<file path="config.mk">
export PLATFORM = sky130hd
export DESIGN_NAME = bnms_cell
export DESIGN_NICKNAME = d
export VERILOG_FILES = /design/src/hw/rtl/bnms_pkg.sv /design/src/hw/rtl/bnms_cell.sv
export SDC_FILE = /design/constraint.sdc
export NUM_CORES = 1
export LEC_CHECK = 0
export BUFFER_PORTS_ARGS = -buffer_cell sky130_fd_sc_hd__buf_2
export CELL_PAD_IN_SITES_DETAIL_PLACEMENT = 1
export CELL_PAD_IN_SITES_GLOBAL_PLACEMENT = 1
export CORE_AREA = 2 2 147 92
export CTS_CLUSTER_DIAMETER = 100
export DETAILED_ROUTE_END_ITERATION = 10
export DIE_AREA = 0 0 149 94
export GPL_TIMING_DRIVEN = 0
export PLACE_DENSITY_LB_ADDON = 0.15
export SYNTH_ARGS = -nofsm -noshare
export SYNTH_HDL_FRONTEND = slang
export SYNTH_SLANG_ARGS = --single-unit
</file>
<file path="constraint.sdc">
create_clock -name clock -period 12.2 [get_ports clock]
set_input_delay 0.61 -clock clock [delete_from_list [all_inputs] [get_ports clock]]
set_output_delay 0.61 -clock clock [all_outputs]
set_load 0.05 [all_outputs]
</file>
<file path="src/hw/rtl/bnms_pkg.sv">
package bnms_pkg;

   localparam int MaxBoxes = 64;
   localparam int IdxW     = $clog2(MaxBoxes);
   localparam int CntW     = $clog2(MaxBoxes + 1);
   localparam logic [15:0] ThrReset = 16'd16384;

   typedef struct packed {
      logic [15:0] center_x;
      logic [15:0] center_y;
      logic [15:0] box_width;
      logic [15:0] box_height;
      logic [15:0] score;
      logic        pre_rejected;
      logic        last_box;
   } req_type;

   typedef struct packed {
      logic [15:0] kept_x;
      logic [15:0] kept_y;
      logic [15:0] kept_width;
      logic [15:0] kept_height;
      logic [15:0] kept_score;
      logic        end_of_set;
      logic        overflowed;
   } rsp_type;

   typedef struct packed {
      logic [15:0] x;
      logic [15:0] y;
      logic [15:0] w;
      logic [15:0] h;
      logic [15:0] score;
      logic        supp;
      logic        valid;
   } box_type;

   // control from sequencer to every cell
   typedef struct packed {
      logic load;
      logic shift;
      logic clear;
      logic test;
   } ctl_type;

endpackage

</file>
<file path="src/hw/rtl/bnms_cell.sv">
// One slot of the sorted chain. Holds a box; on load the chain behaves as a
// sorted insertion (a box moves down when the new score beats it).
module bnms_cell (
   input  logic                 clock,
   input  logic                 reset,
   input  bnms_pkg::ctl_type    ctl,
   input  bnms_pkg::box_type    new_box,
   input  bnms_pkg::box_type    up_box,
   input  logic                 up_moves,
   input  logic                 supp_set,
   output bnms_pkg::box_type    box,
   output logic                 moves
);
   bnms_pkg::box_type box_ff, box_in;

   // stable: move down only when strictly beaten
   assign moves = box_ff.valid && (box_ff.score < new_box.score);

   always_comb begin
      box_in = box_ff;
      if (ctl.clear) begin
         box_in.valid = 1'b0;
      end else if (ctl.load) begin
         // take the new box only right behind an occupied neighbour
         if (up_moves) box_in = up_box;
         else if ((moves || !box_ff.valid) && up_box.valid) box_in = new_box;
      end else if (ctl.shift) begin
         box_in = up_box;
      end else if (supp_set) begin
         box_in.supp = 1'b1;
      end
   end

   always_ff @(posedge clock) begin
      if (reset) begin
         box_ff.valid <= 1'b0;
         {box_ff.x, box_ff.y, box_ff.w, box_ff.h, box_ff.score, box_ff.supp} <=
            box_in[81:1];
      end else begin
         box_ff <= box_in;
      end
   end
   assign box = box_ff;
endmodule

</file>
## Word-level counts from Yosys, hierarchy flattened

Cells that the tools add are included.
W data, S select, Z words.

| operators by class | value |
|---|---|
| eq/ne operators | 1 |
| muxes and demuxes | 8 |
| magnitude comparators | 1 |
| reductions and logical operators | 7 |

Operators by type and width:

| cell | number |
|---|---|
| $mux W82 | 3 |
| $mux W81 | 1 |
| $mux W80 | 1 |
| $lt A16 B16 Y1 | 1 |
| $mux W1 | 3 |
| $ne A3 B1 Y1 const B | 1 |
| $logic_and A1 B1 Y1 | 2 |
| $reduce_and A2 Y1 | 1 |
| $reduce_bool A2 Y1 | 1 |
| $reduce_or A2 Y1 | 1 |
| $logic_not A1 Y1 | 1 |
| $logic_or A1 B1 Y1 | 1 |

| storage, ports and cells | value |
|---|---|
| flip-flop bits (word level) | 82 |
| bits of input ports | 172 |
| output and inout bits | 83 |
| word-level logic and storage cells | 24 |

## Logic depth before layout (Yosys ltp)

| depth | value |
|---|---|
| word-level depth | 8 |
| gate-level depth with buffers | 7 |
| depth with buffers taken out | 7 |

## Worst setup path after synthesis

Ideal clock, no wire load.

| timing path | value |
|---|---|
| path type | flip-flop to flip-flop |
| from | reg box_ff (netlist bit box[4]) |
| to | reg box_ff (netlist bit box[10]), enable pin |
| required time | 11.562 ns |
| data arrival time | 7.533 ns |
| setup slack | 4.030 ns |
| path buffers | 0 |
| stages on the path, launching flop included | 7 |
| clock period less this slack | 8.170 ns |
| setup time | 0.638 ns |
| path through | edfxtp_1 -> ha_1 -> a211oi_2 -> o21ai_1 -> a41oi_2 -> o211ai_2 -> a211oi_1 |

| on the way | value |
|---|---|
| cells in the longest elaborated chain, start to end | 8 |

Ends and longest elaborated chain:

| item | RTL line | text |
|---|---|---|
| start: declaration | bnms_cell.sv:14 | `bnms_pkg::box_type box_ff, box_in;` |
| start signal: assignment | bnms_cell.sv:40 | `box_ff <= box_in;` |
| $lt A16 B16 Y1 | bnms_cell.sv:17 | `assign moves = box_ff.valid && (box_ff.score < new_box.score);` |
| $logic_and A1 B1 Y1 | bnms_cell.sv:17 |  |
| $logic_or A1 B1 Y1 | bnms_cell.sv:26 | `else if ((moves \|\| !box_ff.valid) && up_box.valid) box_in = new_box;` |
| $logic_and A1 B1 Y1 | bnms_cell.sv:26 |  |
| $mux W82 | bnms_cell.sv:26 |  |
| $mux W82 | bnms_cell.sv:25 | `if (up_moves) box_in = up_box;` |
| $mux W82 | bnms_cell.sv:23 | `end else if (ctl.load) begin` |
| $mux W81 | bnms_cell.sv:21 | `if (ctl.clear) begin` |

Every way passes these cells. The select of a mux whose other input is x is not followed.
A chain may end at the register's enable or synchronous reset.

## Worst setup path in the final report

| timing path | value |
|---|---|
| from | reg box_ff (netlist bit box[4]) |
| to | reg box_ff (netlist bit box[77]), enable pin |

Same word-level chain as after synthesis.

==> impl_results.md <==
- Outcome: finished, final reports clean
- CTS HTree Levels: 3
- FF-to-FF setup slack: 9.02 ns
- Initial core utilization: 31.4%
- Iter 0 DRT Violations: 106
- Final setup vio count: 0
- Final non-filler cell total: 849
- Avg Cell Area, Syn: 9.75 µm²
- Worst-Skew Late Latency: around 0.34 ns
- Pwr per Cell Area: approximately 140 nW/µm²
- Die X: roughly 150 µm
- Net Sw Frac: 30.8%
- Most common cell after layout, fill and taps aside: buf_2
- CORE AREA: 12600 µm²
- Wire per inst: between 15 and 20 µm
- Main synth FF type: edfxtp_1
- CTS resizes: 0
- R2R Path Start: box[4]
- Dpl ws: roughly 8.6 ns
- Psw: approximately 0.24 mW
- Die area: around 14000 µm²
- Num CTS Buffers: 9
- Total of warnings raised by yosys: 0
- Chip Height: ~94 µm
- Vias in the first global route: between 3000 and 4000
- Sequential Power Share: roughly 43%
- DP Cell Count: between 800 and 900
- Reg2reg path depth: 9
- Syn Inst Count: 405
- Clock transition at path regs: ~0.070 ns
- Tot GR Track Use: 18.8%
- Synthesized flop and latch total: between 80 and 90
- Most frequent cells in the layout: 262 x buf_2, 215 x nand2_1, 81 x edfxtp_1, 20 x o21ai_0, 16 x inv_1
- Dpl hpwl: around 11000 µm
- Type of destination of the critical path: flip-flop
- CTS Hold Bufs: 0
- Post-CTS setup buffer count: 0
- Startpoint Class: flip-flop
- Final setup TNS: 0 ns
- Largest net degree at the start of global routing: 20
- WS Path Type: flip-flop to flip-flop
- Worst Hold Launch: new_box[58]
- Antenna-violating nets left: 0
- Root buffer cell: clkbuf_16
- Final Critical Period: approximately 3.2 ns
- Fin crit share: 26.0%
- Worst Path Required: about 12 ns
- Vias: between 3000 and 4000
- Worst hold stages: 3
- Synth unique cells: 29
- Max-Cap Viols: 0
- Area grow syn2layout: 47.6%
- Aggregate routed wire length: approximately 13000 µm
- Vias per inst: 4.45
- Post-Syn Area: about 3900 µm²
- GRT overflow: 0
- Clock Path Buffers: 2
- WHS Endpoint: box[58]
- Clock sink count: 82
- Share of cells above drive strength 1: between 40% and 50%
- Grt met2 use: around a third
- Clk pwr share: about a third
- Max reg flops: a little over 80
- DRC Markers: 0
- Final core utilization: a little under half
- Worst hold-check path type: input pin to flip-flop
- Site row count: 32
- Ys async rst share: 0%
- # IOs: between 200 and 300
- Pre-antenna DRT Iters: 4
- RR Endpoint: box[77]
- P_int: ~0.55 mW
- Routability cong.: around 0.8
- # nets final: between 800 and 900
- IO buf count: around 250
- CTS tree: yes
- Worst setup margin: around 9 ns
- Worst hold margin: approximately 0.53 ns
- Rel. slew slack: around 45%
- Unrepaired setup endpoints after global routing: no
- Initial antenna violation count: 1
- Synthesized Nets: about 600
- Worst-Margin Slew: just over 0.8 ns
- F_max: around 310 MHz
- Worst Clk Skew: around 0.0086 ns
- Met3 GRT Util: under 10%
- Busiest grt layer: met2
- First-pass GRT wire length: roughly 20000 µm
- Pleak: just under 3 nW
- Max VDD drop: just over 0.07 mV
- Number of synthesized flops with an enable pin: 81
- Worst-path fanout max: 19
- Seq/Total Area, Yosys: 62.1%
- Final Hold Violating Endpoints: 0
- Met1 Usage GRT: 21.9%
- Pins Over Slew Limit: 0
- Worst EP arrival: between 3 and 4 ns
- Combinational share of power: between 20% and 30%
==> through the flow <==
step / instance area [µm²] / power (mW)
finish: 5830 / 0.793
global route: 5830 / 0.830
CTS: 5820 / 0.804
detailed placement: 5520 / 0.522
global placement: 5420 / 0.517
floorplan: 3950 / 0.458
==> worst max path at each step <==
stage	to	slack (ns)	start
finish	box[77]	9.02	box[4]
global route	box[33]	8.78	box[4]
CTS	box[33]	8.95	box[4]
detailed placement	box[77]	8.62	new_box[4]
global placement	box[63]	0.59	new_box[4]
floorplan	box[10]	4.03	box[4]
==> routing by layer <==
metal	up-vias	share of wire, %
li1	1881	-
met1	1726	41
met2	148	47
met3	22	9.6
met4	0	2.0
met5	-	0
==> kinds of logic (layout without fill, tap and decap cells) <==
kind of cell	count (synthesis)	in the layout	synth area share (%)
AND/OR/NAND/NOR	234	234	23.0
adder cells (fa/ha/maj)	15	15	4.75
AO/OA/AOI/OAI	36	36	5.70
buffers and inverters	36	309	3.93
multiplexers	2	2	0.539
flip-flops	82	82	62.1
other	0	1	0
==> worst max-delay path, cell delays in order, from the launching register on <==
cell      delay [ns]
edfxtp_1        0.41
ha_1            0.32
a211oi_2        0.17
o21ai_1         0.12
a41oi_2         0.30
o211ai_2        0.16
a211oi_4        0.75
buf_8           0.25
buf_8           0.18
buf_8           0.19
==> cell usage after synthesis (all sizes together) (2+ instances only) <==
cell type / n / area, µm²
a211oi: 3 / 27.5
a21oi: 7 / 35.0
a22oi: 2 / 20.0
buf: 12 / 65.1
clkbuf: 8 / 30.0
edfxtp: 81 / 2430
ha: 15 / 188
inv: 16 / 60.1
nand2: 215 / 807
nand4: 2 / 12.5
nor2: 7 / 26.3
nor2b: 3 / 18.8
nor3: 2 / 10.0
o21ai: 21 / 105
==> power by group through the flow <==
stage | clock (mW) | combinational, mW | sequential [mW]
after floorplan | 0 | 0.0444 | 0.414
after global placement | 0 | 0.166 | 0.351
after CTS | 0.288 | 0.176 | 0.340
after detailed placement | 0 | 0.175 | 0.346
final | 0.280 | 0.173 | 0.340
after global routing | 0.299 | 0.189 | 0.342
==> area by class of cell <==
| type | instances | area [µm²] |
|---|---|---|
| clock inverter | 7 | 76.3 |
| multi-input combinational | 287 | 1350 |
| inverter | 16 | 60.1 |
| tap | 170 | 213 |
| fill | 1556 | 6750 |
| antenna | 1 | 2.50 |
| timing repair buffer | 257 | 1350 |
| buffer | 20 | 95.1 |
| clock buffer | 9 | 225 |
| sequential | 82 | 2450 |
Power figures use the tool's default switching activity.
