## src/hw/rtl/bnms_pkg.sv

```systemverilog
package bnms_pkg;

   localparam int MaxBoxes = 64;
   localparam int IdxW     = $clog2(MaxBoxes);
   localparam int CntW     = $clog2(MaxBoxes + 1);
   localparam logic [15:0] ThrReset = 16'd16384;

   typedef struct packed {
      logic [15:0] center_x;
      logic [15:0] center_y;
      logic [15:0] box_width;
      logic [15:0] box_height;
      logic [15:0] score;
      logic        pre_rejected;
      logic        last_box;
   } req_type;

   typedef struct packed {
      logic [15:0] kept_x;
      logic [15:0] kept_y;
      logic [15:0] kept_width;
      logic [15:0] kept_height;
      logic [15:0] kept_score;
      logic        end_of_set;
      logic        overflowed;
   } rsp_type;

   typedef struct packed {
      logic [15:0] x;
      logic [15:0] y;
      logic [15:0] w;
      logic [15:0] h;
      logic [15:0] score;
      logic        supp;
      logic        valid;
   } box_type;

   // control from sequencer to every cell
   typedef struct packed {
      logic load;
      logic shift;
      logic clear;
      logic test;
   } ctl_type;

endpackage

```

## src/hw/rtl/bnms_iou.sv

```systemverilog
// Overlap test of a probe box against one held box; two register stages.
module bnms_iou (
   input  logic                 clock,
   input  bnms_pkg::box_type    probe,
   input  bnms_pkg::box_type    held,
   input  logic [15:0]          thr,
   output logic                 hit
);
   logic signed [18:0] ax1, ax2, ay1, ay2, bx1, bx2, by1, by2;
   logic signed [18:0] ix1, ix2, iy1, iy2;
   logic [18:0] dx_in, dy_in;
   logic        ok_in;
   logic [18:0] dx_ff, dy_ff;
   logic        ok_ff;
   logic [15:0] aw_ff, ah_ff, bw_ff, bh_ff, thr_ff;
   logic [37:0] inter_in, inter_ff;
   logic [33:0] aa_in, ab_in, aa_ff, ab_ff;
   logic        ok2_ff;
   logic [15:0] thr2_ff;
   logic [35:0] uni;
   logic [52:0] lhs, rhs;

   always_comb begin
      ax1 = $signed({2'b0, probe.x, 1'b0}) - $signed({3'b0, probe.w});
      ax2 = $signed({2'b0, probe.x, 1'b0}) + $signed({3'b0, probe.w});
      ay1 = $signed({2'b0, probe.y, 1'b0}) - $signed({3'b0, probe.h});
      ay2 = $signed({2'b0, probe.y, 1'b0}) + $signed({3'b0, probe.h});
      bx1 = $signed({2'b0, held.x, 1'b0}) - $signed({3'b0, held.w});
      bx2 = $signed({2'b0, held.x, 1'b0}) + $signed({3'b0, held.w});
      by1 = $signed({2'b0, held.y, 1'b0}) - $signed({3'b0, held.h});
      by2 = $signed({2'b0, held.y, 1'b0}) + $signed({3'b0, held.h});
      ix1 = (ax1 > bx1) ? ax1 : bx1;
      ix2 = (ax2 < bx2) ? ax2 : bx2;
      iy1 = (ay1 > by1) ? ay1 : by1;
      iy2 = (ay2 < by2) ? ay2 : by2;
      ok_in = (ix2 > ix1) && (iy2 > iy1);
      dx_in = 19'(ix2 - ix1);
      dy_in = 19'(iy2 - iy1);
   end

   always_ff @(posedge clock) begin
      dx_ff  <= dx_in;
      dy_ff  <= dy_in;
      ok_ff  <= ok_in;
      aw_ff  <= probe.w;
      ah_ff  <= probe.h;
      bw_ff  <= held.w;
      bh_ff  <= held.h;
      thr_ff <= thr;
   end

   always_comb begin
      inter_in = 38'(dx_ff) * 38'(dy_ff);
      aa_in    = 34'({aw_ff, 2'b0}) * 34'(ah_ff);
      ab_in    = 34'({bw_ff, 2'b0}) * 34'(bh_ff);
   end

   always_ff @(posedge clock) begin
      inter_ff <= inter_in;
      aa_ff    <= aa_in;
      ab_ff    <= ab_in;
      ok2_ff   <= ok_ff;
      thr2_ff  <= thr_ff;
   end

   // union of two boxes never falls below the intersection
   always_comb begin
      uni = 36'(aa_ff) + 36'(ab_ff) - 36'(inter_ff);
      lhs = {15'b0, inter_ff} << 15;
      rhs = 53'(uni) * 53'(thr2_ff);
      hit = ok2_ff && (lhs > rhs);
   end
endmodule

```

## config.mk

```make
export PLATFORM = sky130hd
export DESIGN_NAME = bnms_iou
export DESIGN_NICKNAME = d
export VERILOG_FILES = /design/src/hw/rtl/bnms_pkg.sv /design/src/hw/rtl/bnms_iou.sv
export SDC_FILE = /design/constraint.sdc
export NUM_CORES = 2
export LEC_CHECK = 0
export ABC_AREA = 1
export BUFFER_PORTS_ARGS = -buffer_cell sky130_fd_sc_hd__buf_4
export CORE_ASPECT_RATIO = 2
export CORE_MARGIN = 4
export CORE_UTILIZATION = 40
export CTS_BUF_LIST = sky130_fd_sc_hd__clkbuf_2 sky130_fd_sc_hd__clkbuf_4 sky130_fd_sc_hd__clkbuf_8
export DETAILED_ROUTE_END_ITERATION = 16
export SETUP_SLACK_MARGIN = 0.05
export SYNTH_ARGS = -nofsm -noshare
export SYNTH_HDL_FRONTEND = slang
export SYNTH_SLANG_ARGS = --single-unit
```

## constraint.sdc

```tcl
create_clock -name clock -period 25.5 [get_ports clock]
set_clock_uncertainty 0.1 [all_clocks]
set_input_delay 2.55 -clock clock [delete_from_list [all_inputs] [get_ports clock]]
set_output_delay 2.55 -clock clock [all_outputs]
set_load 0.03 [all_outputs]
```

; ---- Yosys cells after proc, flatten, opt, wreduce, memory -nomap -nowiden
; Index checks and enable logic that the tools add are counted.
[word_totals]
wordCells = 42
output_inout_bits = 1
regBits = 238
input_bits = 181
[op_classes]
add_sub_neg = 12
n_reduce_logical = 2
multipliers = 4
n_lt_le_gt_ge = 7
muxes = 4
[op_table]
columns = operator, n
row1 = $add 17x16->18, 4
row2 = $sub 17x16->18, 4
row3 = $mul 16x16->32, 2
row4 = $gt 53x52->1, 1
row5 = $mul 36x16->52, 1
row6 = $gt 19x19->1, 2
row7 = $mul 19x19->38, 1
row8 = $mux 19, 2
row9 = $sub 19x19->19, 2
row10 = $gt 18x18->1, 2
row11 = $lt 18x18->1, 2
row12 = $mux 18, 2
row13 = $sub 35x36->36, 1
row14 = $add 34x34->35, 1
row15 = $logic_and 1x1->1, 2

; ---- Depth between registers and ports, before layout
[depth]
depth_word = 5
mapped_depth = 51
mapped_depth_nobuf = 49

; ---- Worst setup path after synthesis
; OpenSTA, ideal clock, no wires.
[synth_timing]
kind = flip-flop to output port
startpoint = register inter_ff[0]
endpoint = output port hit
path_buffers = 3
slack_ns = 14.357
arrival_time_ns = 8.493
stages_incl_launch_ff = 48
t_required_ns = 22.850
cell_sequence = dfxtp_1 > clkbuf_1 > clkbuf_1 > inv_1 > ha_1 > ha_1 > nand2_1 > nand3_1 > o21ai_2 > o21ai_2 > nand2_1 > nand2_1 > nand2_1 > nand2_1 > inv_1 > buf_2 > nand2_1 > fa_1 > [12 not listed] > inv_1 > a21oi_1 > nand3_1 > a21o_1 > nand3_1 > nand2_1 > nand2_1 > nand2_1 > nand2_1 > nand2_1 > ha_1 > nand2_1 > nor3b_1 > nor3b_1 > nand3_1 > nor3_1 > nand2_1 > a21oi_1
[synth_via]
elab_chain_len = 4
[synth_lines]
columns = element, line_no
row1 = "start, declared", bnms_iou.sv:16  ; logic [37:0] inter_in, inter_ff;
row2 = "start signal, assigned", bnms_iou.sv:59  ; inter_ff <= inter_in;
row3 = $sub 35x36->36, bnms_iou.sv:68  ; uni = 36'(aa_ff) + 36'(ab_ff) - 36'(inter_ff);
row4 = $mul 36x16->52, bnms_iou.sv:70  ; rhs = 53'(uni) * 53'(thr2_ff);
row5 = $gt 53x52->1 (*), bnms_iou.sv:71  ; hit = ok2_ff && (lhs > rhs);
row6 = $logic_and 1x1->1 (*), bnms_iou.sv:71
row7 = "end, declared", bnms_iou.sv:7  ; output logic hit
; Every way passes the cells marked *; elsewhere a longest branch is shown, timed or not.

; ---- Worst setup path after layout
[layout_timing]
startpoint = register ab_ff[12]
endpoint = output port hit
[layout_via]
elab_chain_len = 5
[layout_lines]
columns = element, line_no
row1 = "start, declared", bnms_iou.sv:17  ; logic [33:0] aa_in, ab_in, aa_ff, ab_ff;
row2 = "start signal, assigned", bnms_iou.sv:61  ; ab_ff <= ab_in;
row3 = $add 34x34->35, bnms_iou.sv:68
row4 = $sub 35x36->36, bnms_iou.sv:68
row5 = $mul 36x16->52, bnms_iou.sv:70
row6 = $gt 53x52->1, bnms_iou.sv:71
row7 = $logic_and 1x1->1, bnms_iou.sv:71
; No other way between the ends.

==> summary.md <==
| Metric | Value |
|---|---|
| Status | complete, no violations |
| DR WL/cell | 22.51 um |
| Worst hold path type | reg -> reg |
| Syn Nets | 11253 |
| Critical path's slowest cell | nand4_1 |
| Synth cell types | 59 |
| Htree depth | 2 |
| First-pass GRT wire length | 383.2 mm |
| Layout fillers | 17701 |
| Largest net degree at the start of global routing | 36 |
| Clk sink count | 238 |
| Post-CTS sizing | 0 |
| Relative slew slack | 0.1587 |
| CP max stage delay | 0.79 ns |
| Area growth syn-to-layout | 5.659% |
| DIE AREA | 177500 um2 |
| Final setup TNS | 0 ns |
| Vias per cell | 5.212 |
| Layout cell share with drive strength beyond 1 | 0.03851 |
| Max-slew violation count | 0 |
| Site row count | 214 |
| Initial drt markers | 3240 |
| Mean post-synth cell area | 7.471 um2 |
| Post-synthesis cell count | 9124 |
| Post-CTS setup buffer count | 0 |
| Clock Tree Buf Depth | 3 |
| Num ports | 182 |
| Ys Warns | 0 |
| Worst Hold Depth | 0 |
| Least-Margin Pin Slew | 1.256 ns |
| Hold Vio Cnt, Final | 0 |
| Max_cap viols | 0 |
| Drt first pass iters | 8 |
| Critical path class | reg -> out |
| Vias in the first global route | 65490 |
| Reg2reg path depth | 20 |
| GRT overflow | 0 |
| Unrepaired setup endpoints after global routing | false |
| Antenna violations before repair | 5 |
| # DRC | 0 |
| CP Depth | 40 |
| Placed insts | 11258 |
| GPL Wtd Cong | 1.024 |
| Routed wire length | 255.2 mm |
| Die Wd | 299.9 um |
| Req. time, crit path | 22.85 ns |
| Final worst path period share | 0.5701 |
| DP HPWL | 218.7 mm |
| Max Freq | 68.79 MHz |
| CP endpoint kind | primary output |
| Post-CTS Hold Fix Bufs | 0 |
| GRT Overall Usage | 0.2899 |
| CTS root buffer | clkbuf_8 |
| Clock Pin Slew Worst Setup and Hold Paths | 0.07 ns |
| Total CTS buffers | 40 |
| Delay-heaviest family, CP | adder cells |
| Clock latency on the worst-skew pair | 0.72 ns |
| CP Data Arrival Time | 11.89 ns |
| Final ANT Viol Nets | 0 |
| Via count | 59071 |
| Area of the mapped netlist | 68170 um2 |
| Seq/Total Area, Yosys | 0.06990 |
| Die Ht | 591.8 um |
| Nets | 11161 |
| Non-Filler Instances | 11334 |
| CTS tree | done |
| Crit-path max FO | 11 |
| Sum of buffers and inverters on the critical path | 8 |
| Synthesized flop and latch total | 238 |
| Worst setup SP type | register |
| Final setup vio count | 0 |
| Port bufs | 145 |
| Period minus WS final | 14.54 ns |
| Core area | 169800 um2 |
| Initial Utilization | 0.4015 |
==> stage by stage <==
| stage | utilization | setup slack, ns | instance area, um2 | hold WS (ns) |
|---|---|---|---|---|
| floorplan | - | 14.36 | 68170 | 0.2096 |
| global placement | 0.4192 | 11.88 | 71170 | 0.2122 |
| detailed placement | 0.4192 | 11.93 | 71170 | 0.2121 |
| CTS | 0.4242 | 11.06 | 72010 | 0.2257 |
| global route | 0.4242 | 10.42 | 72020 | 0.2287 |
| finish | 0.4243 | 10.96 | 72020 | 0.2232 |
==> state kept, by name, indices dropped and copies added, names as in the netlist, 19 cells and up <==
name / flops
inter_ff: 38
aa_ff: 32
dx_ff: 19
ab_ff: 32
dy_ff: 19
==> cells by family (layout without fill, tap and decap cells) <==
logic type | Yosys count | after routing | synth area share
AOI/OAI and AO/OA | 874 | 874 | 0.07188
xor gates and xnor gates | 266 | 266 | 0.03451
adders and majority gates | 1948 | 1948 | 0.4888
buffers and inverters | 2632 | 2570 | 0.1467
DFF | 238 | 238 | 0.06990
other | 0 | 4 | 0
and+or+nand+nor | 3166 | 3166 | 0.1882
==> cells in the mapped netlist (all sizes together) <==
library cell	count	area [um2]
a21o	32	240.2
clkinv	6	22.52
dfxtp	238	4765
a211oi	5	37.54
fa	1192	23860
o221a	1	11.26
or2	39	244.0
o31ai	5	42.54
a31o	1	8.760
nor4	10	62.56
buf	82	412.9
and3	6	37.54
nor3	69	355.3
xnor2	60	548.0
a21oi	403	2043
nor2	564	2127
a221oi	4	35.03
ha	756	9459
xor2	206	1804
o21ai	281	1421
nand3	372	1872
a21boi	18	135.1
a31oi	26	162.7
and2	5	31.28
nand4	53	337.8
o211ai	25	197.7
o2111ai	4	35.03
clkbuf	259	984.7
o221ai	1	8.760
o21bai	49	375.4
inv	2285	8577
nand3b	9	67.56
nand2	2036	7672
o21a	17	127.6
nor3b	3	22.52
o311ai	1	8.760
o41ai	1	8.760
==> final timing paths <==
kind / start / end / slack, ns
worst max-delay path: ab_ff[12] / hit / 10.96
worst max register to register: dy_ff[4] / inter_ff[28] / 18.90
worst min-delay path: thr_ff[15] / thr2_ff[15] / 0.22
worst min register to register: thr_ff[15] / thr2_ff[15] / 0.22
==> cell type report <==
class | count | area (um2) | area share
sequential | 238 | 4765 | 0.06615
tap | 2268 | 2838 | 0.03940
antenna | 4 | 10.01 | 0.0001390
clock buffer | 53 | 685.7 | 0.009520
inverter | 2291 | 8600 | 0.1194
timing repair buffer | 207 | 1554 | 0.02158
multi-input combinational | 6254 | 53410 | 0.7416
clock inverter | 19 | 160.2 | 0.002224
==> worst reg2reg max path, cell delays in order (launching register included) <==
cell	delay (ns)
dfxtp_1	0.92
nand2_1	0.19
fa_1	0.57
inv_1	0.06
fa_1	0.53
inv_1	0.05
fa_1	0.49
inv_1	0.06
fa_1	0.54
inv_1	0.05
fa_1	0.47
inv_1	0.05
fa_1	0.41
ha_1	0.38
nand2_1	0.18
nor2_1	0.14
inv_1	0.05
nor3_1	0.69
nand3_1	0.15
nand2_1	0.16
xor2_1	0.27
==> placed cells by master (no fill, tap or decap), drive strengths merged, types with 69 or more instances in the layout <==
master  instances
nand2        2036
o21ai         281
nor2          564
buf           207
nand3         372
dfxtp         238
inv          2288
fa           1192
a21oi         403
nor3           69
xor2          206
ha            756
==> layer usage <==
| layer | global-route usage | part of all wire | wire, um | up-vias |
|---|---|---|---|---|
| met5 | 0 | 0.00011 | 27 | - |
| met4 | 0.2901 | 0.13 | 32860 | 4 |
| met3 | 0.03573 | 0.043 | 10910 | 1022 |
| met2 | 0.5667 | 0.54 | 138700 | 2197 |
| met1 | 0.2414 | 0.28 | 72680 | 28876 |
| li1 | - | - | - | 26972 |
Power is not shown: default switching activity piles up to over one toggle a cycle in this logic, so the estimate is an artifact.
